==> config.mk <==
export PLATFORM = sky130hd
export DESIGN_NAME = star_cif_tokenizer_unit_flat
export DESIGN_NICKNAME = d
export VERILOG_FILES = /design/src/hdl/stc_pkg.sv /design/src/hdl/stc_if.sv /design/src/hdl/star_cif_tokenizer_unit.sv /design/src/flat_wrapper.sv
export SDC_FILE = /design/constraint.sdc
export NUM_CORES = 1
export LEC_CHECK = 0
export ABC_CLOCK_PERIOD_IN_PS = 8500
export BUFFER_PORTS_ARGS = -buffer_cell sky130_fd_sc_hd__buf_2
export CAP_MARGIN = 0
export CORE_MARGIN = 3
export CORE_UTILIZATION = 55
export CTS_BUF_LIST = sky130_fd_sc_hd__clkbuf_16
export DETAILED_ROUTE_END_ITERATION = 7
export PLACE_DENSITY_LB_ADDON = 0.3
export SKIP_CTS_REPAIR_TIMING = 1
export SLEW_MARGIN = 20
export SYNTH_ARGS = -nofsm -noshare
export SYNTH_HDL_FRONTEND = slang
export SYNTH_SLANG_ARGS = --single-unit
==> constraint.sdc <==
create_clock -name i_clk -period 8.5 [get_ports i_clk]
set_input_delay 2.55 -clock i_clk [delete_from_list [all_inputs] [get_ports i_clk]]
set_output_delay 2.55 -clock i_clk [all_outputs]
set_load 0.01 [all_outputs]
==> src/hdl/stc_pkg.sv <==
// shared types and constants for the cif token scanner
`timescale 1ns / 1ps

package stc_pkg;

    localparam int TEXT_W       = 8;
    localparam int OUT_W        = 32;
    localparam int POS_BITS_DEF = 32;

    typedef enum logic [1:0] {
        KIND_BARE   = 2'd0,
        KIND_QUOTED = 2'd1,
        KIND_TEXT   = 2'd2,
        KIND_NULL   = 2'd3
    } t_kind;

    localparam logic [TEXT_W-1:0] CH_NUL    = 8'h00;
    localparam logic [TEXT_W-1:0] CH_TAB    = 8'h09;
    localparam logic [TEXT_W-1:0] CH_LF     = 8'h0A;
    localparam logic [TEXT_W-1:0] CH_CR     = 8'h0D;
    localparam logic [TEXT_W-1:0] CH_SPACE  = 8'h20;
    localparam logic [TEXT_W-1:0] CH_DQUOTE = 8'h22;
    localparam logic [TEXT_W-1:0] CH_HASH   = 8'h23;
    localparam logic [TEXT_W-1:0] CH_SQUOTE = 8'h27;
    localparam logic [TEXT_W-1:0] CH_DOT    = 8'h2E;
    localparam logic [TEXT_W-1:0] CH_SEMI   = 8'h3B;
    localparam logic [TEXT_W-1:0] CH_QMARK  = 8'h3F;

endpackage

==> src/hdl/stc_if.sv <==
// stream interfaces for text bytes in and tokens out
`timescale 1ns / 1ps

interface stc_in_if import stc_pkg::*; ();
    logic              valid;
    logic              ready;
    logic [TEXT_W-1:0] text_byte;
    logic              end_of_text;

    modport source (output valid, output text_byte, output end_of_text, input ready);
    modport sink   (input valid, input text_byte, input end_of_text, output ready);
endinterface

interface stc_out_if import stc_pkg::*; ();
    logic             valid;
    logic             ready;
    logic [OUT_W-1:0] token_start;
    logic [OUT_W-1:0] token_length;
    t_kind            token_kind;
    logic             closed_by_end;
    logic             offset_overflow;

    modport source (output valid, output token_start, output token_length,
                    output token_kind, output closed_by_end, output offset_overflow,
                    input ready);
    modport sink   (input valid, input token_start, input token_length,
                    input token_kind, input closed_by_end, input offset_overflow,
                    output ready);
endinterface

==> src/hdl/star_cif_tokenizer_unit.sv <==
// Streaming CIF tokenizer: one text byte per beat in, one token per beat out.
// Channels: i_in carries text_byte and end_of_text, one byte of the text per
// beat; end_of_text marks the last byte. o_out carries one beat per finished
// token: start offset, content length, kind (bare, quoted, text field, null),
// whether the end of text cut it, and the sticky offset saturation flag.
// Path: a byte accepted lands in the input register and is scanned from there
// into the output register, which shows its token on o_out. Throughput: one
// byte per cycle while o_out is not stalled, set by the single scan step
// between the input register and the output register; bytes that finish no
// token make no beat.
// Stall: while the output register holds a beat that is not taken, the scan
// step waits and i_in.ready drops once the input register is also full;
// nothing is lost or repeated.
// Reset: synchronous and active low; clears both registers' valid flags and
// the scanner state, so the next byte is at offset zero. After a byte with
// end_of_text the scanner also returns to its reset state.
`timescale 1ns / 1ps

module star_cif_tokenizer_unit
    import stc_pkg::*;
#(
    parameter int POS_BITS = POS_BITS_DEF
) (
    input  logic       i_clk,
    input  logic       i_rst_n,
    stc_in_if.sink     i_in,
    stc_out_if.source  o_out
);

    localparam int EXT_W = (POS_BITS > OUT_W) ? POS_BITS : OUT_W;
    localparam logic [POS_BITS-1:0] POS_MAX = {POS_BITS{1'b1}};
    localparam logic [POS_BITS-1:0] POS_ONE = POS_BITS'(1);

    typedef enum logic [2:0] {
        MODE_IDLE,
        MODE_COMMENT,
        MODE_WORD,
        MODE_QUOTED,
        MODE_QPEND,
        MODE_TEXT,
        MODE_TEXTLF
    } t_mode;

    // input register
    logic              r_in_valid;
    logic [TEXT_W-1:0] r_in_byte;
    logic              r_in_eot;

    // scanner state
    t_mode               r_mode,     n_mode;
    logic                r_qdouble,  n_qdouble;
    logic [POS_BITS-1:0] r_pos,      n_pos;
    logic [POS_BITS-1:0] r_start,    n_start;
    logic                r_prev_lf,  n_prev_lf;
    logic                r_prev_cr,  n_prev_cr;
    logic [TEXT_W-1:0]   r_first,    n_first;
    logic                r_ovf,      n_ovf;
    logic                r_drop_cr,  n_drop_cr;

    // output register
    logic             r_out_valid;
    logic [OUT_W-1:0] r_out_start;
    logic [OUT_W-1:0] r_out_len;
    t_kind            r_out_kind;
    logic             r_out_end;
    logic             r_out_ovf;

    logic                advance;
    logic                step;
    logic                in_accept;
    logic                sep;
    logic                lf;
    logic                is_null_ch;
    logic                at_max;
    logic [TEXT_W-1:0]   qch;
    logic [POS_BITS-1:0] p1;
    logic [POS_BITS-1:0] pm1;
    logic [POS_BITS-1:0] len_p;
    logic [POS_BITS-1:0] len_p1;
    logic [POS_BITS-1:0] len_pm1;
    logic [POS_BITS-1:0] len_text;
    logic                emit;
    logic [POS_BITS-1:0] e_len;
    logic [POS_BITS-1:0] e_start;
    t_kind               e_kind;
    logic                e_end;
    logic [EXT_W-1:0]    ext_len;
    logic [EXT_W-1:0]    ext_start;

    assign advance   = !r_out_valid || o_out.ready;
    assign step      = r_in_valid && advance;
    assign in_accept = i_in.valid && i_in.ready;
    assign i_in.ready = !r_in_valid || advance;

    assign sep = (r_in_byte == CH_NUL) || (r_in_byte == CH_SPACE) || (r_in_byte == CH_TAB)
              || (r_in_byte == CH_CR) || (r_in_byte == CH_LF);
    assign lf  = (r_in_byte == CH_CR) || (r_in_byte == CH_LF);
    assign is_null_ch = (r_in_byte == CH_QMARK) || (r_in_byte == CH_DOT);
    assign qch = r_qdouble ? CH_DQUOTE : CH_SQUOTE;

    assign at_max = (r_pos == POS_MAX);
    assign p1     = at_max ? POS_MAX : r_pos + POS_ONE;
    assign pm1    = (r_pos == '0) ? '0 : r_pos - POS_ONE;

    // clamped distances from the token start
    assign len_p    = (r_pos > r_start) ? r_pos - r_start : '0;
    assign len_p1   = (p1 > r_start) ? p1 - r_start : '0;
    assign len_pm1  = (pm1 > r_start) ? pm1 - r_start : '0;
    assign len_text = (r_drop_cr && len_pm1 != '0) ? len_pm1 - POS_ONE : len_pm1;

    always_comb begin
        n_mode    = r_mode;
        n_qdouble = r_qdouble;
        n_start   = r_start;
        n_first   = r_first;
        n_drop_cr = r_drop_cr;
        n_pos     = p1;
        n_ovf     = r_ovf || at_max;
        n_prev_lf = lf;
        n_prev_cr = (r_in_byte == CH_CR);
        emit      = 1'b0;
        e_len     = '0;
        e_start   = r_start;
        e_kind    = KIND_BARE;
        e_end     = 1'b0;

        case (r_mode)
            MODE_COMMENT: begin
                if (lf) begin
                    n_mode = MODE_IDLE;
                end
            end
            MODE_WORD: begin
                if (sep || r_in_eot) begin
                    emit   = 1'b1;
                    e_len  = sep ? len_p : len_p1;
                    e_kind = (e_len == POS_ONE && (r_first == CH_QMARK || r_first == CH_DOT))
                           ? KIND_NULL : KIND_BARE;
                    n_mode = MODE_IDLE;
                end
            end
            MODE_QUOTED: begin
                e_kind = KIND_QUOTED;
                if (r_in_byte == qch) begin
                    n_mode = MODE_QPEND;
                    emit   = r_in_eot;
                    e_len  = len_p;
                end else if (r_in_eot) begin
                    emit  = 1'b1;
                    e_len = len_p1;
                    e_end = 1'b1;
                end
            end
            MODE_QPEND: begin
                e_kind = KIND_QUOTED;
                if (sep) begin
                    emit   = 1'b1;
                    e_len  = len_pm1;
                    n_mode = MODE_IDLE;
                end else if (r_in_byte == qch) begin
                    emit  = r_in_eot;
                    e_len = len_p;
                end else begin
                    n_mode = MODE_QUOTED;
                    emit   = r_in_eot;
                    e_len  = len_p1;
                    e_end  = 1'b1;
                end
            end
            MODE_TEXT, MODE_TEXTLF: begin
                e_kind = KIND_TEXT;
                if (r_mode == MODE_TEXTLF && r_in_byte == CH_SEMI) begin
                    emit   = 1'b1;
                    e_len  = len_text;
                    n_mode = MODE_IDLE;
                end else begin
                    if (lf) begin
                        n_mode    = MODE_TEXTLF;
                        n_drop_cr = r_prev_cr && (r_pos > r_start);
                    end else begin
                        n_mode = MODE_TEXT;
                    end
                    emit  = r_in_eot;
                    e_len = len_p1;
                    e_end = 1'b1;
                end
            end
            default: begin
                if (sep) begin
                    n_mode = MODE_IDLE;
                end else if (r_in_byte == CH_HASH) begin
                    n_mode = MODE_COMMENT;
                end else if (r_in_byte == CH_DQUOTE || r_in_byte == CH_SQUOTE) begin
                    n_mode    = MODE_QUOTED;
                    n_qdouble = (r_in_byte == CH_DQUOTE);
                    n_start   = p1;
                    emit      = r_in_eot;
                    e_start   = p1;
                    e_kind    = KIND_QUOTED;
                    e_end     = 1'b1;
                end else if (r_in_byte == CH_SEMI && r_prev_lf) begin
                    n_mode  = MODE_TEXT;
                    n_start = p1;
                    emit    = r_in_eot;
                    e_start = p1;
                    e_kind  = KIND_TEXT;
                    e_end   = 1'b1;
                end else begin
                    n_mode  = MODE_WORD;
                    n_start = r_pos;
                    n_first = r_in_byte;
                    emit    = r_in_eot;
                    e_start = r_pos;
                    e_len   = POS_ONE;
                    e_kind  = is_null_ch ? KIND_NULL : KIND_BARE;
                end
            end
        endcase

        // the last byte of a text puts the scanner back to its reset state
        if (r_in_eot) begin
            n_mode    = MODE_IDLE;
            n_qdouble = 1'b0;
            n_pos     = '0;
            n_start   = '0;
            n_prev_lf = 1'b0;
            n_prev_cr = 1'b0;
            n_first   = '0;
            n_ovf     = 1'b0;
            n_drop_cr = 1'b0;
        end
    end

    assign ext_len   = EXT_W'(e_len);
    assign ext_start = EXT_W'(e_start);

    always_ff @(posedge i_clk) begin
        if (!i_rst_n) begin
            r_in_valid  <= 1'b0;
            r_out_valid <= 1'b0;
            r_mode      <= MODE_IDLE;
            r_qdouble   <= 1'b0;
            r_pos       <= '0;
            r_start     <= '0;
            r_prev_lf   <= 1'b0;
            r_prev_cr   <= 1'b0;
            r_first     <= '0;
            r_ovf       <= 1'b0;
            r_drop_cr   <= 1'b0;
        end else begin
            if (in_accept) begin
                r_in_valid <= 1'b1;
                r_in_byte  <= i_in.text_byte;
                r_in_eot   <= i_in.end_of_text;
            end else if (advance) begin
                r_in_valid <= 1'b0;
            end

            if (step) begin
                r_mode    <= n_mode;
                r_qdouble <= n_qdouble;
                r_pos     <= n_pos;
                r_start   <= n_start;
                r_prev_lf <= n_prev_lf;
                r_prev_cr <= n_prev_cr;
                r_first   <= n_first;
                r_ovf     <= n_ovf;
                r_drop_cr <= n_drop_cr;
            end

            if (advance) begin
                r_out_valid <= step && emit;
            end
            if (step && emit) begin
                r_out_start <= ext_start[OUT_W-1:0];
                r_out_len   <= ext_len[OUT_W-1:0];
                r_out_kind  <= e_kind;
                r_out_end   <= e_end;
                r_out_ovf   <= r_ovf || at_max;
            end
        end
    end

    assign o_out.valid           = r_out_valid;
    assign o_out.token_start     = r_out_start;
    assign o_out.token_length    = r_out_len;
    assign o_out.token_kind      = r_out_kind;
    assign o_out.closed_by_end   = r_out_end;
    assign o_out.offset_overflow = r_out_ovf;

endmodule

==> src/flat_wrapper.sv <==
// flat-port wrapper written by rule: the top's interface ports become plain ports
module star_cif_tokenizer_unit_flat import stc_pkg::*;
#(
    parameter int POS_BITS = POS_BITS_DEF
)
  (i_clk, i_rst_n, i_in_valid, i_in_text_byte, i_in_end_of_text, i_in_ready, o_out_valid, o_out_token_start, o_out_token_length, o_out_token_kind, o_out_closed_by_end, o_out_offset_overflow, o_out_ready);
  stc_in_if i_in_i ();
  stc_out_if o_out_i ();
  input  logic i_clk;
  input  logic i_rst_n;
  input wire logic [$bits(i_in_i.valid)-1:0] i_in_valid;
  input wire logic [$bits(i_in_i.text_byte)-1:0] i_in_text_byte;
  input wire logic [$bits(i_in_i.end_of_text)-1:0] i_in_end_of_text;
  output wire logic [$bits(i_in_i.ready)-1:0] i_in_ready;
  output wire logic [$bits(o_out_i.valid)-1:0] o_out_valid;
  output wire logic [$bits(o_out_i.token_start)-1:0] o_out_token_start;
  output wire logic [$bits(o_out_i.token_length)-1:0] o_out_token_length;
  output wire logic [$bits(o_out_i.token_kind)-1:0] o_out_token_kind;
  output wire logic [$bits(o_out_i.closed_by_end)-1:0] o_out_closed_by_end;
  output wire logic [$bits(o_out_i.offset_overflow)-1:0] o_out_offset_overflow;
  input wire logic [$bits(o_out_i.ready)-1:0] o_out_ready;
  assign i_in_i.valid = i_in_valid;
  assign i_in_i.text_byte = i_in_text_byte;
  assign i_in_i.end_of_text = i_in_end_of_text;
  assign i_in_ready = i_in_i.ready;
  assign o_out_valid = o_out_i.valid;
  assign o_out_token_start = o_out_i.token_start;
  assign o_out_token_length = o_out_i.token_length;
  assign o_out_token_kind = o_out_i.token_kind;
  assign o_out_closed_by_end = o_out_i.closed_by_end;
  assign o_out_offset_overflow = o_out_i.offset_overflow;
  assign o_out_i.ready = o_out_ready;
  star_cif_tokenizer_unit #(.POS_BITS(POS_BITS)) u_core (.i_clk(i_clk), .i_rst_n(i_rst_n), .i_in(i_in_i), .o_out(o_out_i));
endmodule
==> out/metrics.cfg <==
[route]
drc = 12
drt_first_pass_iters = 8
antenna_left = 0
vias = 19800
wl_per_cell_um = 27.6
routed_via_density = 7.28
wl_um = 74800
first_iter_violations = 3301

[logic_synthesis]
synth-xor-area-share_pct = 6.16
synth_edf_count = 77
yosysMostFrequentCell = nand2_1
synth_top_area_share_pct = 13.3
synth_cell_types = 100
synth_nets = 2448
synth_compound_area_share_pct = 30.9
synthesis.instances = 2330
yosysWarnings = 0
synth-simple-area-share_pct = 25.7
synth_top_family_by_area = compound AO/OA/AOI/OAI gates
synth_mux_area_share_pct = 1.24
ys_seq_elements = 159
synth_top_area_cell = edfxtp_1
seq_area_frac_synth_pct = 22.8
synthTopCellsByCount = nand2_1 (242), nor2_1 (184), a21oi_1 (181), clkbuf_1 (145), o21ai_0 (117)
syn_avg_cell_area_sq_um = 7.45
syn_area_sq_um = 17400
postSynth.asyncResetShare_pct = 0
synthTopCellsByArea = edfxtp_1 (13%), dfxtp_1 (9.5%), ha_1 (7.4%)
synthFlopType = dfxtp_1
synthAdderAreaFrac_pct = 7.70

[finish]
finalCoreUtilization_pct = 60.2
drive_above_1_share_pct = 9.15
diodes = 0
layoutNonFillerInstCount = 2714
synthToLayoutAreaGrowth_pct = 6.95
nets = 2423
fillers = 2710

[global_routing]
grt_overflow = 0
grt_start_max_net_pins = 85
antenna_found_initial = 2
track_usage_pct = 43.5
grt_pass1_wl_um = 112000
grt_pass1_vias = 18300

[worst_setup_path]
endpoint_kind = flip-flop
worstPathCellList = or4_1 > nor4_1 > nand3_1 > or4_1 > nor4_1 > xnor2_1 > nor2_1 > ha_1 > and4_4 > or3b_1 > or4_4 > nor2_4 > a311oi_4 > nand2b_1 > ha_1 > a21boi_0 > a21boi_1 > nand4_1 > nand4b_1 > xnor2_1 > a221o_1
worstPathMaxFanout = 14
r2r_setup_slack_ns = 0.94
crit_type = reg2reg
cp.arrival_ns = 7.77
cpPeakStageDelay_ns = 0.72
crit_path_start_kind = flip-flop
r2r_start = u_core.r_pos[8]
rr_worst_depth = 21
slowest_stage = nor4_1
crit_required_ns = 8.70
r2r-end = u_core.o_out.token_length[20]

[sta]
min_period_ns = 7.56
finalSetupViolations = 0
max_freq_mhz = 132
rsz0062_at_grt = false
slew_headroom_pct = 26.6
tns_ns = 0
post-route-period-util_pct = 89.0
tightest_slew_ns = 1.07
slew_violations = 0
setup_slack_ns = 0.937
hold_viol_final = 0
fin_skew_ns = 0.0161

[status]
violations = design-rule violations
status = finished, violations left

[job]
drv_cap = 0

[hold_path]
hold_depth = 2
hp-class = reg2reg
hp-start = u_core.r_ovf
hold_end = u_core.r_ovf

[floorplanning]
rows = 64
core_sq_um = 30800
start_util_pct = 56.3
die_height_um = 184
pin_count = 83
die_w_um = 184
design.die.area_sq_um = 33700

[placement]
gp_congestion = 1.12
dpl.hpwl_um = 57800
dp.cells = 2682
dp_slack_ns = 1.09
portBuffers = 82

[clocking]
clock_latency_ns = 0.46
clkSinkCount = 159
cts-root-buf = clkbuf_16
clkTransAtPathRegs_ns = 0.07
cts_buffers = 17
ctsHtreeMaxLevel = 4
cts_buffer_depth = 2
cts_tree = built

[power]
p_leak_nw = 7.89
ir_drop_v = 0.000292
power_density_nw_per_um2 = 147

power by group:
| part | internal [W] | switching, W | leakage, nW |
|---|---|---|---|
| registers | 0.000807 | 0.00000701 | 1.44 |
| clock network | 0.000442 | 0.000365 | 0.293 |
| logic | 0.000350 | 0.000764 | 6.15 |
area by class of cell:
type,count,area [sq um],area share (%)
sequential,159,3950,21.3
clock inverter,15,179,0.964
timing repair buffer,125,733,3.95
clock buffer,17,425,2.29
inverter,74,278,1.50
tap,396,495,2.67
multi-input combinational,1928,12500,67.3
sequential cells by signal, indices dropped and copies added (netlist names):
register,flops
u_core.r_prev_cr,1
u_core.o_out.valid,1
u_core.r_ovf,1
u_core.r_in_eot,1
u_core.r_start,32
u_core.r_prev_lf,1
u_core.o_out.token_kind,2
u_core.r_pos,32
u_core.r_mode,3
u_core.r_qdouble,1
u_core.r_in_valid,1
u_core.r_first,8
u_core.r_drop_cr,1
u_core.o_out.token_start,32
u_core.o_out.offset_overflow,1
u_core.o_out.closed_by_end,1
u_core.r_in_byte,8
u_core.o_out.token_length,32
kinds of logic (layout without fill, tap and decap cells):
kind of cell	after synthesis	in the layout
compound gates	802	802
xor+xnor	122	122
fa+ha+maj	105	105
buf+inv	243	231
flops	159	159
mux	21	21
simple gates	878	878
metrics by stage:
step                instance area [sq um]  total power [W]  hold slack (ns)
floorplan                           17400          0.00155            0.428
global placement                    17900          0.00189            0.446
detailed placement                  17900          0.00189            0.472
CTS                                 18600          0.00269            0.490
global route                        18600          0.00282            0.493
finish                              18600          0.00274            0.493
layout by cell type (no fill, tap or decap), types with 26 or more instances in the layout:
master and instances:
nand3_1 61, a21o_1 50, o211ai_1 30, xnor2_1 82
nor3_1 51, edfxtp_1 77, buf_4 43, nor2b_1 92
o21ai_0 116, dfxtp_1 82, nand2_1 241, a21oi_1 181
inv_1 75, or3_1 28, and3_1 26, nor2_1 180
xor2_1 39, a22oi_1 97, and2_1 28, nand4_1 49
o22ai_1 43, a31oi_1 49, ha_1 102, buf_2 82
worst max path at each step:
| stage | start | endpoint | slack (ns) | depth (start not counted) |
|---|---|---|---|---|
| after CTS | u_core.r_pos[8] | u_core.o_out.token_length[20] | 1.06 | 21 |
| after global routing | u_core.r_pos[8] | u_core.o_out.token_length[20] | 0.60 | 21 |
| after detailed placement | u_core.r_pos[8] | u_core.o_out.token_length[20] | 1.09 | 21 |
| after global placement | u_core.r_pos[8] | u_core.o_out.token_length[20] | 1.19 | 21 |
| after floorplan | o_out_ready | u_core.o_out.closed_by_end | 1.81 | 7 |
| final | u_core.r_pos[8] | u_core.o_out.token_length[20] | 0.94 | 21 |
layer usage:
metal	vias up	part of all wire (%)	GRT usage (%)	routed length [um]
met2	1549	42	65.1	31300
li1	8678	-	-	-
met1	9233	39	57.3	29100
met3	297	12	10.6	9260
met4	2	6.9	24.7	5140
met5	-	0.020	0	15
worst max-delay path: cells and delay by family (launching register included):
family | cells | cell delay (ns)
AND/OR/NAND/NOR | 13 | 4.98
AO/OA/AOI/OAI | 4 | 0.95
adder cells (fa/ha/maj) | 2 | 0.66
flip-flops | 1 | 0.45
XOR/XNOR | 2 | 0.26
Power figures use the tool's default switching activity.
